### config.mk
export PLATFORM = sky130hd
export DESIGN_NAME = rational_arithmetic_unit
export DESIGN_NICKNAME = d
export VERILOG_FILES = /design/src/rau_pkg.sv /design/src/rau_divider.sv /design/src/rational_arithmetic_unit.sv
export SDC_FILE = /design/constraint.sdc
export NUM_CORES = 2
export LEC_CHECK = 0
export ABC_AREA = 1
export BUFFER_PORTS_ARGS = -buffer_cell sky130_fd_sc_hd__buf_4
export CAP_MARGIN = 10
export CORE_UTILIZATION = 30
export DETAILED_ROUTE_END_ITERATION = 8
export SLEW_MARGIN = 30
export SYNTH_ARGS = -nofsm -noshare
export SYNTH_HDL_FRONTEND = slang
export SYNTH_SLANG_ARGS = --single-unit
export TNS_END_PERCENT = 30
### constraint.sdc
create_clock -name clk -period 8.9 [get_ports clk]
set_input_delay 0.445 -clock clk [delete_from_list [all_inputs] [get_ports clk]]
set_output_delay 0.445 -clock clk [all_outputs]
set_load 0.005 [all_outputs]
### src/rau_pkg.sv
// ----------------------------------------------------------------------------
// rau_pkg
// shared types and codes for the rational arithmetic unit
// ----------------------------------------------------------------------------
package rau_pkg;

  localparam int OperandWidth = 16;
  localparam int ResNumWidth  = 34;
  localparam int ResDenWidth  = 31;

  typedef enum logic [1:0] {
    FUNC_ADD = 2'd0,
    FUNC_SUB = 2'd1,
    FUNC_MUL = 2'd2,
    FUNC_DIV = 2'd3
  } func_t;

  typedef enum logic [1:0] {
    ST_OK       = 2'd0,
    ST_ZERO_DEN = 2'd1,
    ST_DIV_ZERO = 2'd2
  } status_t;

  typedef struct packed {
    logic [1:0]              func;
    logic [OperandWidth-1:0] a_num;
    logic [OperandWidth-1:0] a_den;
    logic [OperandWidth-1:0] b_num;
    logic [OperandWidth-1:0] b_den;
  } rau_in_t;

  typedef struct packed {
    logic [ResNumWidth-1:0] res_num;
    logic [ResDenWidth-1:0] res_den;
    logic [1:0]             status;
  } rau_out_t;

endpackage

### src/rau_divider.sv
// ----------------------------------------------------------------------------
// rau_divider
// restoring divider, one quotient bit per cycle
// ----------------------------------------------------------------------------
module rau_divider #(
  parameter int W = 64
) (
  input  logic         clk,
  input  logic         rst,
  input  logic         go,
  input  logic [W-1:0] dividend,
  input  logic [W-1:0] divisor,
  output logic         done,
  output logic [W-1:0] quotient,
  output logic [W-1:0] remainder
);
  localparam int CW = $clog2(W + 1);

  logic [W-1:0]  q;
  logic [W-1:0]  r;
  logic [W-1:0]  d;
  logic [CW-1:0] cnt;
  logic          running;
  logic [W:0]    trial;

  // shift in next dividend bit and try the subtract
  assign trial = {r, q[W-1]} - {1'b0, d};

  always_ff @(posedge clk) begin
    if (rst) begin
      running <= 1'b0;
      done    <= 1'b0;
      cnt     <= '0;
    end else begin
      done <= 1'b0;
      if (go) begin
        running <= 1'b1;
        q       <= dividend;
        r       <= '0;
        d       <= divisor;
        cnt     <= CW'(W);
      end else if (running) begin
        if (!trial[W]) begin
          r <= trial[W-1:0];
          q <= {q[W-2:0], 1'b1};
        end else begin
          r <= {r[W-2:0], q[W-1]};
          q <= {q[W-2:0], 1'b0};
        end
        cnt <= cnt - 1'b1;
        if (cnt == CW'(1)) begin
          running <= 1'b0;
          done    <= 1'b1;
        end
      end
    end
  end

  assign quotient  = q;
  assign remainder = r;

endmodule

### src/rational_arithmetic_unit.sv
// ----------------------------------------------------------------------------
// rational_arithmetic_unit
// add, subtract, multiply or divide two signed fractions, reduced result
// ----------------------------------------------------------------------------
// Usage: drive the operand beat on operands and pulse start while busy is
// low. The beat is taken at that edge and busy rises at once. The block
// forms the cross products and the denominator product one multiply a
// cycle, then runs the Euclid loop on a shared restoring divider (one
// quotient bit a cycle), then divides numerator and denominator by the
// gcd on the same divider. The result beat is held on result and marked
// by valid for one cycle, and busy falls in that cycle. Error cases go
// from the check straight to the output, and a zero numerator skips the
// divider. A new start is taken in the valid cycle.
// The receiver cannot stall: valid is a one-cycle strobe.
// Reset returns the sequencer to idle and drops valid and busy.
// ----------------------------------------------------------------------------
module rational_arithmetic_unit (
  input  logic              clk,
  input  logic              rst,
  input  logic              start,
  input  rau_pkg::rau_in_t  operands,
  output logic              busy,
  output logic              valid,
  output rau_pkg::rau_out_t result
);
  import rau_pkg::*;

  localparam int OW = OperandWidth;
  localparam int PW = 2 * OW + 1;   // product/sum magnitude width

  typedef enum logic [3:0] {
    S_IDLE, S_CHECK, S_MUL1, S_MUL2, S_MUL3, S_SUM,
    S_GCD, S_STEP, S_GCDW, S_DIVN, S_DIVNW, S_DIVD, S_DIVDW, S_OUT
  } state_t;

  state_t      state;
  logic [1:0]  func;
  logic [OW-1:0] an, ad, bn, bd;
  logic        an_s, ad_s, bn_s, bd_s;
  logic [PW-1:0] p1, p2;
  logic        p1_s, p2_s;
  logic [PW-1:0] num, den, gx, gy;
  logic        num_s, den_s;

  logic [OW-1:0] op_a, op_b;
  logic [PW-1:0] prod;
  logic          div_go, div_done;
  logic [PW-1:0] div_a, div_b, div_q, div_r;

  function automatic logic [OW-1:0] mag(input logic [OW-1:0] v);
    return v[OW-1] ? (~v + 1'b1) : v;
  endfunction

  // single shared multiplier, operands chosen by the sequencer
  assign prod = PW'(op_a) * PW'(op_b);

  always_comb begin
    op_a = an;
    op_b = bd;
    case (state)
      S_MUL1: begin
        op_a = an;
        op_b = (func == FUNC_MUL) ? bn : bd;
      end
      S_MUL2: begin
        op_a = (func == FUNC_DIV) ? bd : bn;
        op_b = (func == FUNC_DIV) ? an : ad;
      end
      S_MUL3: begin
        op_a = ad;
        op_b = (func == FUNC_DIV) ? bn : bd;
      end
      default: begin
        op_a = an;
        op_b = bd;
      end
    endcase
  end

  assign div_go = (state == S_STEP) || (state == S_DIVN) || (state == S_DIVD);
  always_comb begin
    case (state)
      S_DIVN:  begin div_a = num; div_b = gx; end
      S_DIVD:  begin div_a = den; div_b = gx; end
      default: begin div_a = gx;  div_b = gy; end
    endcase
  end

  rau_divider #(.W(PW)) u_div (
    .clk, .rst,
    .go        (div_go),
    .dividend  (div_a),
    .divisor   (div_b),
    .done      (div_done),
    .quotient  (div_q),
    .remainder (div_r)
  );

  always_ff @(posedge clk) begin
    if (rst) begin
      state <= S_IDLE;
      busy  <= 1'b0;
      valid <= 1'b0;
    end else begin
      valid <= 1'b0;
      case (state)
        S_IDLE: begin
          if (start) begin
            func  <= operands.func;
            an    <= mag(operands.a_num);
            ad    <= mag(operands.a_den);
            bn    <= mag(operands.b_num);
            bd    <= mag(operands.b_den);
            an_s  <= operands.a_num[OW-1];
            ad_s  <= operands.a_den[OW-1];
            bn_s  <= operands.b_num[OW-1];
            bd_s  <= operands.b_den[OW-1];
            busy  <= 1'b1;
            state <= S_CHECK;
          end
        end
        S_CHECK: begin
          if (ad == '0 || bd == '0) begin
            result <= '{res_num: '0, res_den: '0, status: ST_ZERO_DEN};
            state  <= S_OUT;
          end else if (func == FUNC_DIV && bn == '0) begin
            result <= '{res_num: '0, res_den: '0, status: ST_DIV_ZERO};
            state  <= S_OUT;
          end else begin
            state <= S_MUL1;
          end
        end
        S_MUL1: begin
          p1    <= prod;
          p1_s  <= an_s ^ ((func == FUNC_MUL) ? bn_s : bd_s);
          state <= S_MUL2;
        end
        S_MUL2: begin
          p2    <= prod;
          p2_s  <= bn_s ^ ad_s ^ (func == FUNC_SUB);
          state <= S_MUL3;
        end
        S_MUL3: begin
          den   <= prod;
          den_s <= ad_s ^ ((func == FUNC_DIV) ? bn_s : bd_s);
          state <= S_SUM;
        end
        S_SUM: begin
          // combine cross products in sign-magnitude form for add and subtract;
          if (func == FUNC_ADD || func == FUNC_SUB) begin
            if (p1_s == p2_s) begin
              num <= p1 + p2;   num_s <= p1_s;
            end else if (p1 >= p2) begin
              num <= p1 - p2;   num_s <= p1_s;
            end else begin
              num <= p2 - p1;   num_s <= p2_s;
            end
          end else begin
            num   <= p1;
            num_s <= p1_s;
          end
          state <= S_GCD;
        end
        S_GCD: begin
          // seed the Euclid pair, a zero numerator reduces to 0/1
          if (num == '0) begin
            result <= '{res_num: '0, res_den: ResDenWidth'(1), status: ST_OK};
            state  <= S_OUT;
          end else begin
            gx    <= num;
            gy    <= den;
            state <= S_STEP;
          end
        end
        S_STEP: state <= S_GCDW;
        S_GCDW: begin
          if (div_done) begin
            if (div_r == '0) begin
              gx    <= gy;
              state <= S_DIVN;
            end else begin
              gx    <= gy;
              gy    <= div_r;
              state <= S_STEP;
            end
          end
        end
        S_DIVN:  state <= S_DIVNW;
        S_DIVNW: begin
          if (div_done) begin
            num   <= div_q;
            state <= S_DIVD;
          end
        end
        S_DIVD:  state <= S_DIVDW;
        S_DIVDW: begin
          if (div_done) begin
            result <= '{
              res_num: (num_s ^ den_s) ? -ResNumWidth'(num) : ResNumWidth'(num),
              res_den: ResDenWidth'(div_q),
              status:  ST_OK
            };
            state  <= S_OUT;
          end
        end
        S_OUT: begin
          valid <= 1'b1;
          busy  <= 1'b0;
          state <= S_IDLE;
        end
        default: state <= S_IDLE;
      endcase
    end
  end

  a_valid_idle: assert property (@(posedge clk) disable iff (rst)
    valid |-> state == S_IDLE) else $error("valid outside idle");
  a_busy_start: assert property (@(posedge clk) disable iff (rst)
    (start && !busy) |=> busy) else $error("busy not raised");
  a_valid_fall: assert property (@(posedge clk) disable iff (rst)
    valid |-> !busy) else $error("busy held with valid");

endmodule
==> key figures <==
Outcome
  – Outcome: completed

Logic synthesis
  – Post-synth ARST share: 0%
  – Post-Syn Area: 39100 µm²
  – Flops & latches, synth: 449
  – Syn nets: 5538
  – Post-synth EDFFs: 435
  – Main synth FF type: edfxtp_1
  – Syn avg cell area: 7.78 µm²
  – Syn Inst Count: 5030
  – Ys Warns: 0
  – Yosys cell types: 59
  – Seq/Total Area, Yosys: 34.1%

Worst setup path
  – CP max FO: 19
  – Kind of end point of the critical path: register
  – WP buf/inv: 8
  – CP Data Arrival Time: 8.13 ns
  – CP Class: register to register
  – CP peak stage delay: 0.60 ns
  – Worst r2r src: state[0]
  – Crit path required time: 9.28 ns
  – Worst setup SP type: register
  – CP max-delay cell: a221oi_2
  – CP delay by family, top: adder cells
  – Most frequent cell on the critical path: inv_1
  – Worst setup path startpoint: state[0]

Floorplan
  – IO Count: 138
  – Die Y: 363 µm
  – Row cnt: 132
  – Core Region: 129000 µm²
  – Die footprint: 132000 µm²
  – Die Width: 363 µm
  – Initial Util: 30.2%

Detailed routing
  – Pre-antenna DRT Iters: 6
  – DRC viols: 0
  – Post-DRT Antenna Nets: 0
  – Wire per inst: 19.9 µm
  – Via density: 4.92
  – 1st-iter DRT viols: 3057
  – DR vias: 33900
  – Post-Route WL: 137 mm

Clocking
  – Reg clk slew, reported paths: 0.06 ns
  – H-Tree Depth: 2
  – CTS sink cnt: 449
  – Setup Buffers After CTS: 0
  – Root Buffer: clkbuf_16
  – Resize count post-CTS: 0
  – CTS tree: done
  – Clk buf depth: 3
  – Worst skew pair latency: 0.66 ns
  – Post-CTS Hold Buffers: 6
  – CTS buffer count: 51

Global route
  – Number of global-route vias before repair: 32400
  – Initial antenna violation count: 6
  – GRT Residual Overflow: 0
  – Gr usage total: 20.4%
  – Largest net degree at the start of global routing: 95
  – First-pass GRT wire length: 204 mm

Final layout
  – Share of cells above drive strength 1: 7.11%
  – Nets: 5612
  – Area delta synth->final: 12.1%
  – Post-Layout Cell Count: 6890

STA
  – Worst-Margin Slew: 0.992 ns
  – Final Skew: 0.0406 ns
  – Minimum clock period: 7.76 ns
  – Final setup vio count: 0
  – Rel. slew slack: 33.6%
  – Final Hold Fails: 0
  – Unrepaired setup endpoints after global routing: false
  – Fmax: 129 MHz
  – Final Max Tran Viols: 0
  – Final TNS setup: 0 ns
  – Tcrit/Tclk final: 87.2%

Power and ir drop
  – Max rail drop VDD: 0.664 mV
  – Pleak: 20.5 nW
  – Pwr Density: 396 nW/µm²

Job
  – Number of max-cap violations: 0

Hold path
  – Worst min path class: primary input to register
  – Hold_sp: operands[63]

Placed design
  – Port Buffers: 137
  – Post-detail-place hpwl: 110 mm
  – Inst Count DP: 6786
  – Gpl congestion: 0.971
-- worst reg2reg max path: cells and delay by family (launching register included) --
kind / cells / cell delay [ns]
compound gates: 4 / 1.38
fa+ha+maj: 7 / 3.44
buf+inv: 8 / 0.82
flops: 1 / 0.34
simple gates: 9 / 1.55
-- power by group --
group / internal [mW] / total (mW) / switching (mW)
registers: 3.62 / 3.72 / 0.103
logic: 3.55 / 11.3 / 7.76
clock network: 1.37 / 2.36 / 0.989
-- Yosys cell counts, types with 9 or more instances --
cell type | number | area (µm²)
clkbuf_1 | 78 | 293
a31oi_1 | 10 | 62.6
a221oi_1 | 13 | 114
ha_1 | 241 | 3020
a221oi_2 | 15 | 225
nand2_1 | 1371 | 5150
nor2_1 | 502 | 1880
nand4_1 | 37 | 231
buf_6 | 9 | 101
o211ai_1 | 10 | 75.1
edfxtp_1 | 435 | 13100
fa_1 | 198 | 3960
xnor2_1 | 32 | 280
nand3_1 | 217 | 1090
nor2_2 | 11 | 68.8
a32oi_1 | 13 | 114
a21o_1 | 22 | 165
a21oi_1 | 264 | 1320
nor4_1 | 32 | 200
or2_2 | 10 | 62.6
buf_4 | 30 | 225
o21bai_1 | 19 | 143
inv_2 | 20 | 75.1
dfxtp_1 | 14 | 280
xor2_1 | 107 | 937
buf_2 | 30 | 150
inv_1 | 877 | 3290
nor3_1 | 73 | 365
a21boi_0 | 13 | 97.6
o21ai_0 | 231 | 1160
-- through the flow --
| stage | hold WS [ns] | worst slack (ns) | power, mW | instance area [µm²] | util, % |
|---|---|---|---|---|---|
| after floorplan | 0.453 | 2.26 | 11.2 | 39100 | - |
| after global placement | 0.472 | 1.23 | 14.8 | 41800 | 32.3 |
| after detailed placement | 0.478 | 1.15 | 14.9 | 41900 | 32.4 |
| after CTS | 0.0536 | 1.14 | 17.3 | 43800 | 33.8 |
| after global routing | 0.0729 | 0.480 | 18.8 | 43800 | 33.9 |
| final | 0.0900 | 1.14 | 17.4 | 43900 | 33.9 |
-- cell families after synthesis --
group	Yosys count	share of synthesized area [%]
xor gates and xnor gates	139	3.11
AOI/OAI and AO/OA	659	10.3
adders and majority gates	439	17.8
DFF	449	34.1
buffers and inverters	1059	10.8
and+or+nand+nor	2285	23.8
-- state kept, by name, indices dropped and copies added, names as in the netlist, 2 cells and up --
signal and cells:
bd 16, p2 32, func 2, p1 32
result 67, u_div.d 33, den 32, gy 33
bn 16, u_div.quotient 33, ad 16, state 4
num 33, u_div.remainder 33, gx 33, an 16
u_div.cnt 6
-- layout by cell type (no fill, tap or decap), types with 8 or more instances in the layout --
cell,instances
clkinv_2,8
a21boi_0,13
dfxtp_1,14
a221oi_2,15
clkinv_1,12
inv_1,874
bufinv_16,10
nand3_1,217
nor3_1,72
a221oi_1,13
o21bai_1,19
inv_2,21
buf_4,168
o211ai_1,10
fa_1,198
clkbuf_16,51
or2_2,10
a31oi_1,10
o21ai_0,231
nand4_1,37
a32oi_1,13
a21o_1,22
nor4_1,32
nor2_1,493
xor2_1,107
edfxtp_1,435
a21oi_1,262
xnor2_1,31
ha_1,241
nand2_1,1370
nor2_2,15
-- routing by layer --
metal  GRT usage, %  vias to the layer above  wire length, µm
met1           27.2                    16200            59600
met5              0                        -               13
li1               -                    16200                -
met2           32.8                     1274            62200
met3           3.11                      219             9510
met4           8.21                        2             5860
-- path summary, 6_finish.rpt --
path,to,slack [ns],cells past startpoint
setup / recovery,p1[25],1.14,28
hold / removal,an_s,0.09,1
setup reg to reg,p1[25],1.14,28
hold reg to reg,busy,0.49,2
-- final cells by class --
class | instances | area [µm²]
Tap cell | 1742 | 2180
Inverter | 903 | 3400
Timing Repair Buffer | 177 | 1400
Sequential cell | 449 | 13300
Clock buffer | 58 | 1300
Antenna cell | 1 | 2.50
Clock inverter | 38 | 549
Multi-Input combinational cell | 3522 | 21700
Fill cell | 13700 | 85600
Power figures use the tool's default switching activity.
